===== src/hw/rtl/lit_pkg.sv =====
// Shared types and constants of the local interrupt timer.
`default_nettype none
package lit_pkg;

  localparam int unsigned COUNT_WIDTH = 32;

  localparam int unsigned CMD_W   = 2;
  localparam int unsigned REG_W   = 6;
  localparam int unsigned DATA_W  = 32;
  localparam int unsigned VEC_W   = 8;
  localparam int unsigned PRE_W   = 7;
  localparam int unsigned DIV_W   = 4;
  localparam int unsigned MODE_W  = 2;

  localparam int unsigned S_TDATA_W = 40;
  localparam int unsigned S_TUSER_W = 2;
  localparam int unsigned M_TDATA_W = 48;

  typedef enum logic [CMD_W-1:0] {
    CMD_TICK  = 2'd0,
    CMD_WRITE = 2'd1,
    CMD_READ  = 2'd2,
    CMD_NOP   = 2'd3
  } cmd_t;

  localparam logic [REG_W-1:0] REG_ENTRY   = 6'h32;
  localparam logic [REG_W-1:0] REG_INITIAL = 6'h38;
  localparam logic [REG_W-1:0] REG_CURRENT = 6'h39;
  localparam logic [REG_W-1:0] REG_DIVIDE  = 6'h3E;

  localparam int unsigned ENTRY_MASK_BIT = 16;
  localparam int unsigned ENTRY_MODE_LSB = 17;
  localparam logic [DIV_W-1:0] DIVIDE_KEEP = 4'b1011;
  localparam logic [MODE_W-1:0] MODE_PERIODIC = 2'd1;

  typedef struct packed {
    logic              bad_access;
    logic [VEC_W-1:0]  irq_vector;
    logic              irq_fire;
    logic [DATA_W-1:0] rdata;
  } result_t;

  // Divide code bits {3,1,0} = n selects 2^((n+1) mod 8); return that divisor minus one.
  function automatic logic [PRE_W-1:0] period_last(input logic [DIV_W-1:0] code);
    logic [2:0] n;
    logic [2:0] e;
    n = {code[3], code[1:0]};
    e = n + 3'd1;
    return PRE_W'((8'd1 << e) - 8'd1);
  endfunction

endpackage
`default_nettype wire


===== src/hw/rtl/lit_core.sv =====
// Timer registers, prescaler, count-down and per-word result logic.
`default_nettype none
module lit_core #(
  parameter int unsigned COUNT_WIDTH = lit_pkg::COUNT_WIDTH
) (
  input  wire logic                        clk,
  input  wire logic                        rst,
  input  wire logic                        en,
  input  wire logic [lit_pkg::CMD_W-1:0]   cmd,
  input  wire logic [lit_pkg::REG_W-1:0]   reg_index,
  input  wire logic [lit_pkg::DATA_W-1:0]  wdata,
  output lit_pkg::result_t                 result
);

  logic [lit_pkg::DIV_W-1:0]  divide_code, divide_code_next;
  logic [lit_pkg::VEC_W-1:0]  entry_vector, entry_vector_next;
  logic                       entry_mask, entry_mask_next;
  logic [lit_pkg::MODE_W-1:0] entry_mode, entry_mode_next;
  logic [COUNT_WIDTH-1:0]     initial_count, initial_count_next;
  logic [COUNT_WIDTH-1:0]     current_count, current_count_next;
  logic [lit_pkg::PRE_W-1:0]  prescale_count, prescale_count_next;

  logic [COUNT_WIDTH-1:0]     count_dec;
  logic [lit_pkg::DATA_W-1:0] entry_word;
  lit_pkg::cmd_t              op;

  assign op        = lit_pkg::cmd_t'(cmd);
  assign count_dec = current_count - COUNT_WIDTH'(1);

  always_comb begin
    entry_word = '0;
    entry_word[lit_pkg::VEC_W-1:0] = entry_vector;
    entry_word[lit_pkg::ENTRY_MASK_BIT] = entry_mask;
    entry_word[lit_pkg::ENTRY_MODE_LSB +: lit_pkg::MODE_W] = entry_mode;
  end

  always_comb begin
    divide_code_next    = divide_code;
    entry_vector_next   = entry_vector;
    entry_mask_next     = entry_mask;
    entry_mode_next     = entry_mode;
    initial_count_next  = initial_count;
    current_count_next  = current_count;
    prescale_count_next = prescale_count;
    result              = '0;
    unique case (op)
      lit_pkg::CMD_TICK: begin
        if (prescale_count >= lit_pkg::period_last(divide_code)) begin
          prescale_count_next = '0;
          if (current_count != '0) begin
            current_count_next = count_dec;
            if (count_dec == '0) begin
              if (!entry_mask) begin
                result.irq_fire   = 1'b1;
                result.irq_vector = entry_vector;
              end
              if (entry_mode == lit_pkg::MODE_PERIODIC) begin
                current_count_next = initial_count;
              end
            end
          end
        end else begin
          prescale_count_next = prescale_count + lit_pkg::PRE_W'(1);
        end
      end
      lit_pkg::CMD_WRITE: begin
        unique case (reg_index)
          lit_pkg::REG_ENTRY: begin
            entry_vector_next = wdata[lit_pkg::VEC_W-1:0];
            entry_mask_next   = wdata[lit_pkg::ENTRY_MASK_BIT];
            entry_mode_next   = wdata[lit_pkg::ENTRY_MODE_LSB +: lit_pkg::MODE_W];
          end
          lit_pkg::REG_INITIAL: begin
            initial_count_next  = wdata[COUNT_WIDTH-1:0];
            current_count_next  = wdata[COUNT_WIDTH-1:0];
            prescale_count_next = '0;
          end
          lit_pkg::REG_CURRENT: begin
          end
          lit_pkg::REG_DIVIDE: begin
            divide_code_next = wdata[lit_pkg::DIV_W-1:0] & lit_pkg::DIVIDE_KEEP;
          end
          default: begin
            result.bad_access = 1'b1;
          end
        endcase
      end
      lit_pkg::CMD_READ: begin
        unique case (reg_index)
          lit_pkg::REG_ENTRY:   result.rdata = entry_word;
          lit_pkg::REG_INITIAL: result.rdata = lit_pkg::DATA_W'(initial_count);
          lit_pkg::REG_CURRENT: result.rdata = lit_pkg::DATA_W'(current_count);
          lit_pkg::REG_DIVIDE:  result.rdata = lit_pkg::DATA_W'(divide_code);
          default:              result.bad_access = 1'b1;
        endcase
      end
      default: begin
      end
    endcase
  end

  always_ff @(posedge clk) begin
    if (rst) begin
      divide_code    <= '0;
      entry_vector   <= '0;
      entry_mask     <= 1'b1;
      entry_mode     <= '0;
      initial_count  <= '0;
      current_count  <= '0;
      prescale_count <= '0;
    end else if (en) begin
      divide_code    <= divide_code_next;
      entry_vector   <= entry_vector_next;
      entry_mask     <= entry_mask_next;
      entry_mode     <= entry_mode_next;
      initial_count  <= initial_count_next;
      current_count  <= current_count_next;
      prescale_count <= prescale_count_next;
    end
  end

endmodule
`default_nettype wire


===== src/hw/rtl/local_interrupt_timer.sv =====
// Top level of the local interrupt timer: stream ports and result register.
`default_nettype none
// Each input word is a tick, a register write, a register read or a no-op, and gives one
// result word. A word is taken every clock cycle while the result register is empty or
// being drained, so ticks may arrive back to back with none lost; the result is registered
// and appears in the cycle after acceptance. The timer state updates in the cycle a word is
// accepted, so the next word always sees the effect of the previous one.
module local_interrupt_timer #(
  parameter int unsigned COUNT_WIDTH = lit_pkg::COUNT_WIDTH
) (
  input  wire logic                           clk,
  input  wire logic                           rst,
  input  wire logic                           s_axis_tvalid,
  output logic                                s_axis_tready,
  // reg_index[5:0], wdata[37:6], zero pad[39:38]
  input  wire logic [lit_pkg::S_TDATA_W-1:0]  s_axis_tdata,
  // cmd[1:0]
  input  wire logic [lit_pkg::S_TUSER_W-1:0]  s_axis_tuser,
  output logic                                m_axis_tvalid,
  input  wire logic                           m_axis_tready,
  // rdata[31:0], irq_fire[32], irq_vector[40:33], bad_access[41], zero pad[47:42]
  output logic [lit_pkg::M_TDATA_W-1:0]       m_axis_tdata
);

  logic              accept;
  lit_pkg::result_t  result;
  lit_pkg::result_t  out_word;

  assign s_axis_tready = !m_axis_tvalid || m_axis_tready;
  assign accept        = s_axis_tvalid && s_axis_tready;

  lit_core #(
    .COUNT_WIDTH(COUNT_WIDTH)
  ) u_core (
    .clk       (clk),
    .rst       (rst),
    .en        (accept),
    .cmd       (s_axis_tuser),
    .reg_index (s_axis_tdata[lit_pkg::REG_W-1:0]),
    .wdata     (s_axis_tdata[lit_pkg::REG_W +: lit_pkg::DATA_W]),
    .result    (result)
  );

  always_ff @(posedge clk) begin
    if (rst) begin
      m_axis_tvalid <= 1'b0;
    end else if (accept) begin
      m_axis_tvalid <= 1'b1;
    end else if (m_axis_tready) begin
      m_axis_tvalid <= 1'b0;
    end
  end

  always_ff @(posedge clk) begin
    if (accept) begin
      out_word <= result;
    end
  end

  assign m_axis_tdata = lit_pkg::M_TDATA_W'(out_word);

endmodule
`default_nettype wire


===== config.mk =====
export PLATFORM = sky130hd
export DESIGN_NAME = local_interrupt_timer
export DESIGN_NICKNAME = d
export VERILOG_FILES = /design/src/hw/rtl/lit_pkg.sv /design/src/hw/rtl/lit_core.sv /design/src/hw/rtl/local_interrupt_timer.sv
export SDC_FILE = /design/constraint.sdc
export NUM_CORES = 1
export LEC_CHECK = 0
export BUFFER_PORTS_ARGS = -buffer_cell sky130_fd_sc_hd__buf_2
export CAP_MARGIN = 20
export CORE_UTILIZATION = 45
export DETAILED_ROUTE_END_ITERATION = 8
export GPL_TIMING_DRIVEN = 0
export HOLD_SLACK_MARGIN = 0.15
export PLACE_DENSITY_LB_ADDON = 0.15
export SYNTH_ARGS = -nofsm -noshare
export SYNTH_HDL_FRONTEND = slang
export SYNTH_SLANG_ARGS = --single-unit

===== constraint.sdc =====
create_clock -name clk -period 3.95 [get_ports clk]
set_clock_uncertainty 0.05 [all_clocks]
set_input_delay 0.395 -clock clk [delete_from_list [all_inputs] [get_ports clk]]
set_output_delay 0.395 -clock clk [all_outputs]
set_load 0.05 [all_outputs]

==> Word-level counts from Yosys, hierarchy flattened <==
Index checks and enable logic that the tools add are counted.
{ "op_classes": {"add_sub_neg": 4, "n_lt_le_gt_ge": 1, "eq_ne": 10, "shifts": 1, "muxes": 14, "bitwise_logic": 4, "reduce_logical": 17} }
{ "ops": {"columns": ["operator", "count"], "rows": [
  ["two-way mux 32 bit", 5],
  ["one-hot mux 32 bit (4 select lines)", 1],
  ["one-hot mux 32 bit (2 select lines)", 1],
  ["logical NOT 32 bit", 1],
  ["nonzero test 32 bit", 1],
  ["subtractor 32 x 1 -> 32 bit (second input constant)", 1],
  ["== test 6 bit (second input constant)", 4],
  ["two-way mux 7 bit", 2],
  ["one-hot mux 7 bit (2 select lines)", 1],
  ["AND reduction 3 bit", 4],
  ["adder 7 x 1 -> 7 bit (second input constant)", 1],
  ["greater-or-equal comparator 7 bit", 1],
  ["<< shifter 1 x 3 -> 7 bit (first input constant)", 1],
  ["subtractor 7 x 1 -> 7 bit (second input constant)", 1],
  ["inequality test 2 x 1 -> 1 bit (second input constant)", 3],
  ["AND reduction 5 bit", 1],
  ["OR reduction 5 bit", 1],
  ["== test 2 x 1 -> 1 bit (second input constant)", 2],
  ["two-way mux 1 bit", 4],
  ["inverter 1 bit", 4],
  ["AND reduction 4 bit", 1],
  ["nonzero test 2 bit", 2],
  ["OR reduction 4 bit", 1],
  ["adder 3 x 1 -> 3 bit (second input constant)", 1],
  ["6 further kinds", 6]
]} }
{ "word_totals": {"register_bits": 128, "inputBits": 46, "out_inout_bits": 50} }

==> Depth between registers and ports, before layout <==
{ "depth": {"depth_word": 6, "mapped_depth": 17} }

==> Hierarchy <==
Synthesis repeated with hierarchy kept, for this count alone.
{ "unflattened": {"hier_cells": 844, "hier_area_um2": 7193.1} }
{ "by_module_without_submodules": {"columns": ["module", "instances", "cells_each", "area_per_inst_um2", "seq_area_each_um2"], "rows": [
  ["lit_core", 1, 790, 5828.1, 1701.6],
  ["local_interrupt_timer", 1, 54, 1365.1, 1281.2]
]} }

==> Worst setup path after synthesis <==
Ideal clock, no wire load.
{ "synth_timing": {"path_type": "register to register", "start": "reg m_axis_tvalid", "end": "reg u_core.current_count[14]", "t_arrival_ns": 3.821, "slack_ns": -0.013, "stages_incl_launch_ff": 9, "synth_period_minus_slack_ns": 3.963, "cell_sequence": "dfxtp_1 nand2b_1 and2_1 clkbuf_1 o21ai_1 a21oi_1 clkbuf_1 nor2_1 nor4_1"} }
{ "synth_between": {"elab_chain_cells": 4} }
{ "synth_rtl": {"columns": ["element", "line_no", "rtl"], "rows": [
  ["from (decl)", "local_interrupt_timer.sv:19", "output logic m_axis_tvalid,"],
  ["from (signal assigned)", "local_interrupt_timer.sv:46", "m_axis_tvalid <= 1'b0;"],
  ["from (signal assigned)", "local_interrupt_timer.sv:48", "m_axis_tvalid <= 1'b1;"],
  ["from (signal assigned)", "local_interrupt_timer.sv:50", "m_axis_tvalid <= 1'b0;"],
  ["logical NOT 1 bit", "local_interrupt_timer.sv:29", "assign s_axis_tready = !m_axis_tvalid || m_axis_tready;"],
  ["logical OR 1 bit", "local_interrupt_timer.sv:29", null],
  ["net s_axis_tready", "local_interrupt_timer.sv:14", "output logic s_axis_tready,"],
  ["logical AND 1 bit", "local_interrupt_timer.sv:30", "assign accept = s_axis_tvalid && s_axis_tready;"],
  ["net accept", "local_interrupt_timer.sv:25", "logic accept;"],
  ["AND reduction 5 bit (no line)", null, null],
  ["to (signal assigned)", "lit_core.sv:117", "current_count <= current_count_next;"],
  ["to (decl)", "lit_core.sv:20", "logic [COUNT_WIDTH-1:0] current_count, current_count_next;"]
]} }
The timed path passes the listed nets, and every way through them passes these cells.
A chain may end at the register's enable or synchronous reset.

==> Final worst setup path <==
{ "layout_timing": {"start": "reg u_core.current_count[1]", "end": "reg u_core.current_count[18]"} }
{ "layout_between": {"elab_chain_cells": 6} }
{ "layout_rtl": {"columns": ["element", "line_no", "rtl"], "rows": [
  ["subtractor 32 x 1 -> 32 bit", "lit_core.sv:28", "assign count_dec = current_count - COUNT_WIDTH'(1);"],
  ["logical NOT 32 bit or two-way mux 32 bit (tied branches)", "lit_core.sv:52, lit_core.sv:57", null],
  ["two-way mux 32 bit", "lit_core.sv:52", "if (count_dec == '0) begin"],
  ["two-way mux 32 bit", "lit_core.sv:50", "if (current_count != '0) begin"],
  ["two-way mux 32 bit", "lit_core.sv:48", "if (prescale_count >= lit_pkg::period_last(divide_code)) begin"],
  ["one-hot mux 32 bit (2 select lines)", "lit_core.sv:46", "unique case (op)"]
]} }
Parallel ways exist; a longest one is shown, timed or not. The select of a mux whose other input is x is not followed.

==> results.json <==
{
  "pin_count": 96,
  "maxSlewViolCount": 0,
  "synth_ff_type": "dfxtp_1",
  "antenna_found_initial": 0,
  "grt_pass1_wl_mm": 32.6,
  "fp.dieW_um": 126,
  "finalSetupViolCount": 0,
  "clock.fmax_mhz": 263,
  "ys_seq_area_frac": 0.429,
  "worst_pin_slew_ns": 0.877,
  "grt_max_degree": 31,
  "clkLatencyLatePin_ns": 0.42,
  "netlist_instances": 807,
  "hpwl_mm": 14.6,
  "synth_top_cell_by_area": "dfxtp_1",
  "ir_drop_mv": 0.320,
  "drive_gt1_frac": 0.208,
  "fin_crit_ns": 3.80,
  "cp-start-kind": "register",
  "drc": 0,
  "final_cell_mix": "nand2_1 (133), buf_2 (89), dfxtp_1 (85)",
  "synth_area_per_cell_um2": 8.63,
  "grt.overflow.total": 0,
  "p_leak_nw": 3.16,
  "num_vias": 6411,
  "start_util": 0.460,
  "end_kind": "register",
  "fin_setup_tns_ns": 0,
  "drt-vias-per-instance": 5.70,
  "timing.final.crit_share": 0.963,
  "port_buffers": 85,
  "yosysTopAreaCellShare": 0.247,
  "firstDrtPassIters": 5,
  "cts_buffer_depth": 2,
  "whs_ns": 0.169,
  "synthTopCellsByArea": "dfxtp_1 (25%), edfxtp_1 (18%), nand2_1 (7.2%), a21oi_1 (5.5%), nor2_1 (3.9%)",
  "grt_pass1_vias": 6036,
  "hold_class": "in2reg",
  "htree_levels": 4,
  "coreArea_um2": 15100,
  "drt_iter0_drc": 615,
  "syn_area_um2": 6960,
  "gpl.final_weighted_congestion": 0.935,
  "critPathMaxFanout": 10,
  "num_antenna_cells": 0,
  "rsz0062_at_grt": "false",
  "grt_use_total": 0.269,
  "ant_nets": 0,
  "status": "completed",
  "chipHeight_um": 126,
  "crit_arrival_ns": 4.07,
  "cts.sinks": 128,
  "avgRoutedWirePerCell_um": 18.6,
  "synth_seq_cells": 128,
  "relSlewSlack": 0.415,
  "dieArea_um2": 16000,
  "final_nets": 984,
  "postCtsHoldBufs": 0,
  "yosys_warnings": 0,
  "critPathRequiredTime_ns": 4.22,
  "hold_viol": 0,
  "rows": 45,
  "cts_root_buf": "clkbuf_16",
  "synth_edf_count": 42,
  "drt-total-wl_mm": 20.9,
  "path_class": "reg2reg",
  "max_cap_viol_count": 0,
  "clkTransAtPathRegs_ns": 0.06,
  "power.density_nw_per_um2": 422,
  "cts_tree": "yes",
  "syn_to_final_growth_pct": 20.0,
  "mostFrequentLayoutCell": "nand2_1",
  "cts_buffers": 17,
  "async_reset_ff_frac": 0,
  "yosysUniqueCellTypes": 59
}
-- cells in the mapped netlist, types with 7 or more instances --
library cell	instances
nand2_1	133
dfxtp_1	86
a21oi_1	76
nor2_1	73
clkbuf_1	48
nor3_1	47
edfxtp_1	42
nor4_1	26
mux2i_1	24
xnor2_1	17
ha_1	15
inv_1	14
nand3_1	14
a22oi_1	13
mux2_2	12
nor2b_1	11
nor4_2	11
and2_1	10
o21ai_0	10
or3_1	10
xor2_1	9
a21oi_2	7
buf_4	7
or4_1	7
-- final timing paths --
check                                from                  endpoint  slack (ns)  depth (start not counted)
hold / removal              s_axis_tvalid             m_axis_tvalid        0.17                          3
setup / recovery  u_core.current_count[1]  u_core.current_count[18]        0.15                         14
hold reg to reg    u_core.entry_vector[6]    u_core.entry_vector[6]        0.42                          2
setup reg to reg  u_core.current_count[1]  u_core.current_count[18]        0.15                         14
-- stage by stage --
| stage | power (mW) | cell area [um2] | cells | utilization | setup slack (ns) |
|---|---|---|---|---|---|
| 5_1_grt | 3.64 | 8350 | 1124 | 0.552 | 0.0117 |
| 6_report | 3.52 | 8350 | 1124 | 0.552 | 0.147 |
| 3_3_place_gp | 1.99 | 7640 | 1085 | 0.505 | -0.216 |
| 4_1_cts | 3.53 | 8300 | 1124 | 0.548 | 0.00952 |
| 2_1_floorplan | 1.84 | 6980 | 812 | - | 0.427 |
| 3_5_place_dp | 2.00 | 7660 | 1086 | 0.506 | -0.223 |
-- kinds of logic after synthesis --
group | Yosys count | share of synthesized area
mux | 36 | 0.0539
xor+xnor | 26 | 0.0327
other cells | 1 | 0.000539
fa+ha+maj | 15 | 0.0270
compound gates | 141 | 0.128
buf+inv | 78 | 0.0496
simple gates | 382 | 0.280
flops | 128 | 0.429
-- critical path: stages (launching register included) --
cell and delay [ns]:
dfxtp_1 0.34, inv_2 0.12, ha_4 0.15, or4b_1 0.42, buf_2 0.18, or4_4 0.52, buf_6 0.17, o31ai_4 0.22
nand4_1 0.15, or4_4 0.49, nor3_4 0.21, buf_6 0.16, buf_4 0.12, a21oi_1 0.07, a2111oi_2 0.33
-- where the power goes --
part           switching (mW)  internal [mW]  total (mW)
Clock                   0.610          0.921        1.53
Sequential             0.0247           1.39        1.42
Combinational           0.380          0.193       0.574
-- registers in the layout, summed over array words and instances (netlist names) --
name and cells:
m_axis_tdata 42, u_core.current_count 32, u_core.initial_count 32, u_core.entry_vector 8
u_core.prescale_count 7, u_core.divide_code 3, u_core.entry_mode 2, m_axis_tvalid 1
u_core.entry_mask 1
-- metal layers --
metal | vias to the layer above | track usage | wire length [um]
li1 | 3101 | - | -
met1 | 3046 | 0.353 | 9290
met2 | 228 | 0.441 | 9820
met3 | 36 | 0.0540 | 1330
met4 | 0 | 0.0943 | 416
met5 | - | 0 | 0
-- area by class of cell --
cell class / count / area, um2
clock inverter: 15 / 146
tap: 188 / 235
clock buffer: 17 / 425
multi-input combinational: 606 / 3680
timing repair buffer: 94 / 522
inverter: 15 / 56.3
fill: 1425 / 6790
sequential: 128 / 2980
buffer: 61 / 303
-- what timing repair did --
item                       4_1_cts  5_1_grt
setup endpoints to repair       30       41
cloned                           1        0
pin swaps                        3        5
buffers inserted                 5        2
resized for setup                3       29
No activity file was read; power rests on OpenSTA's default activity.
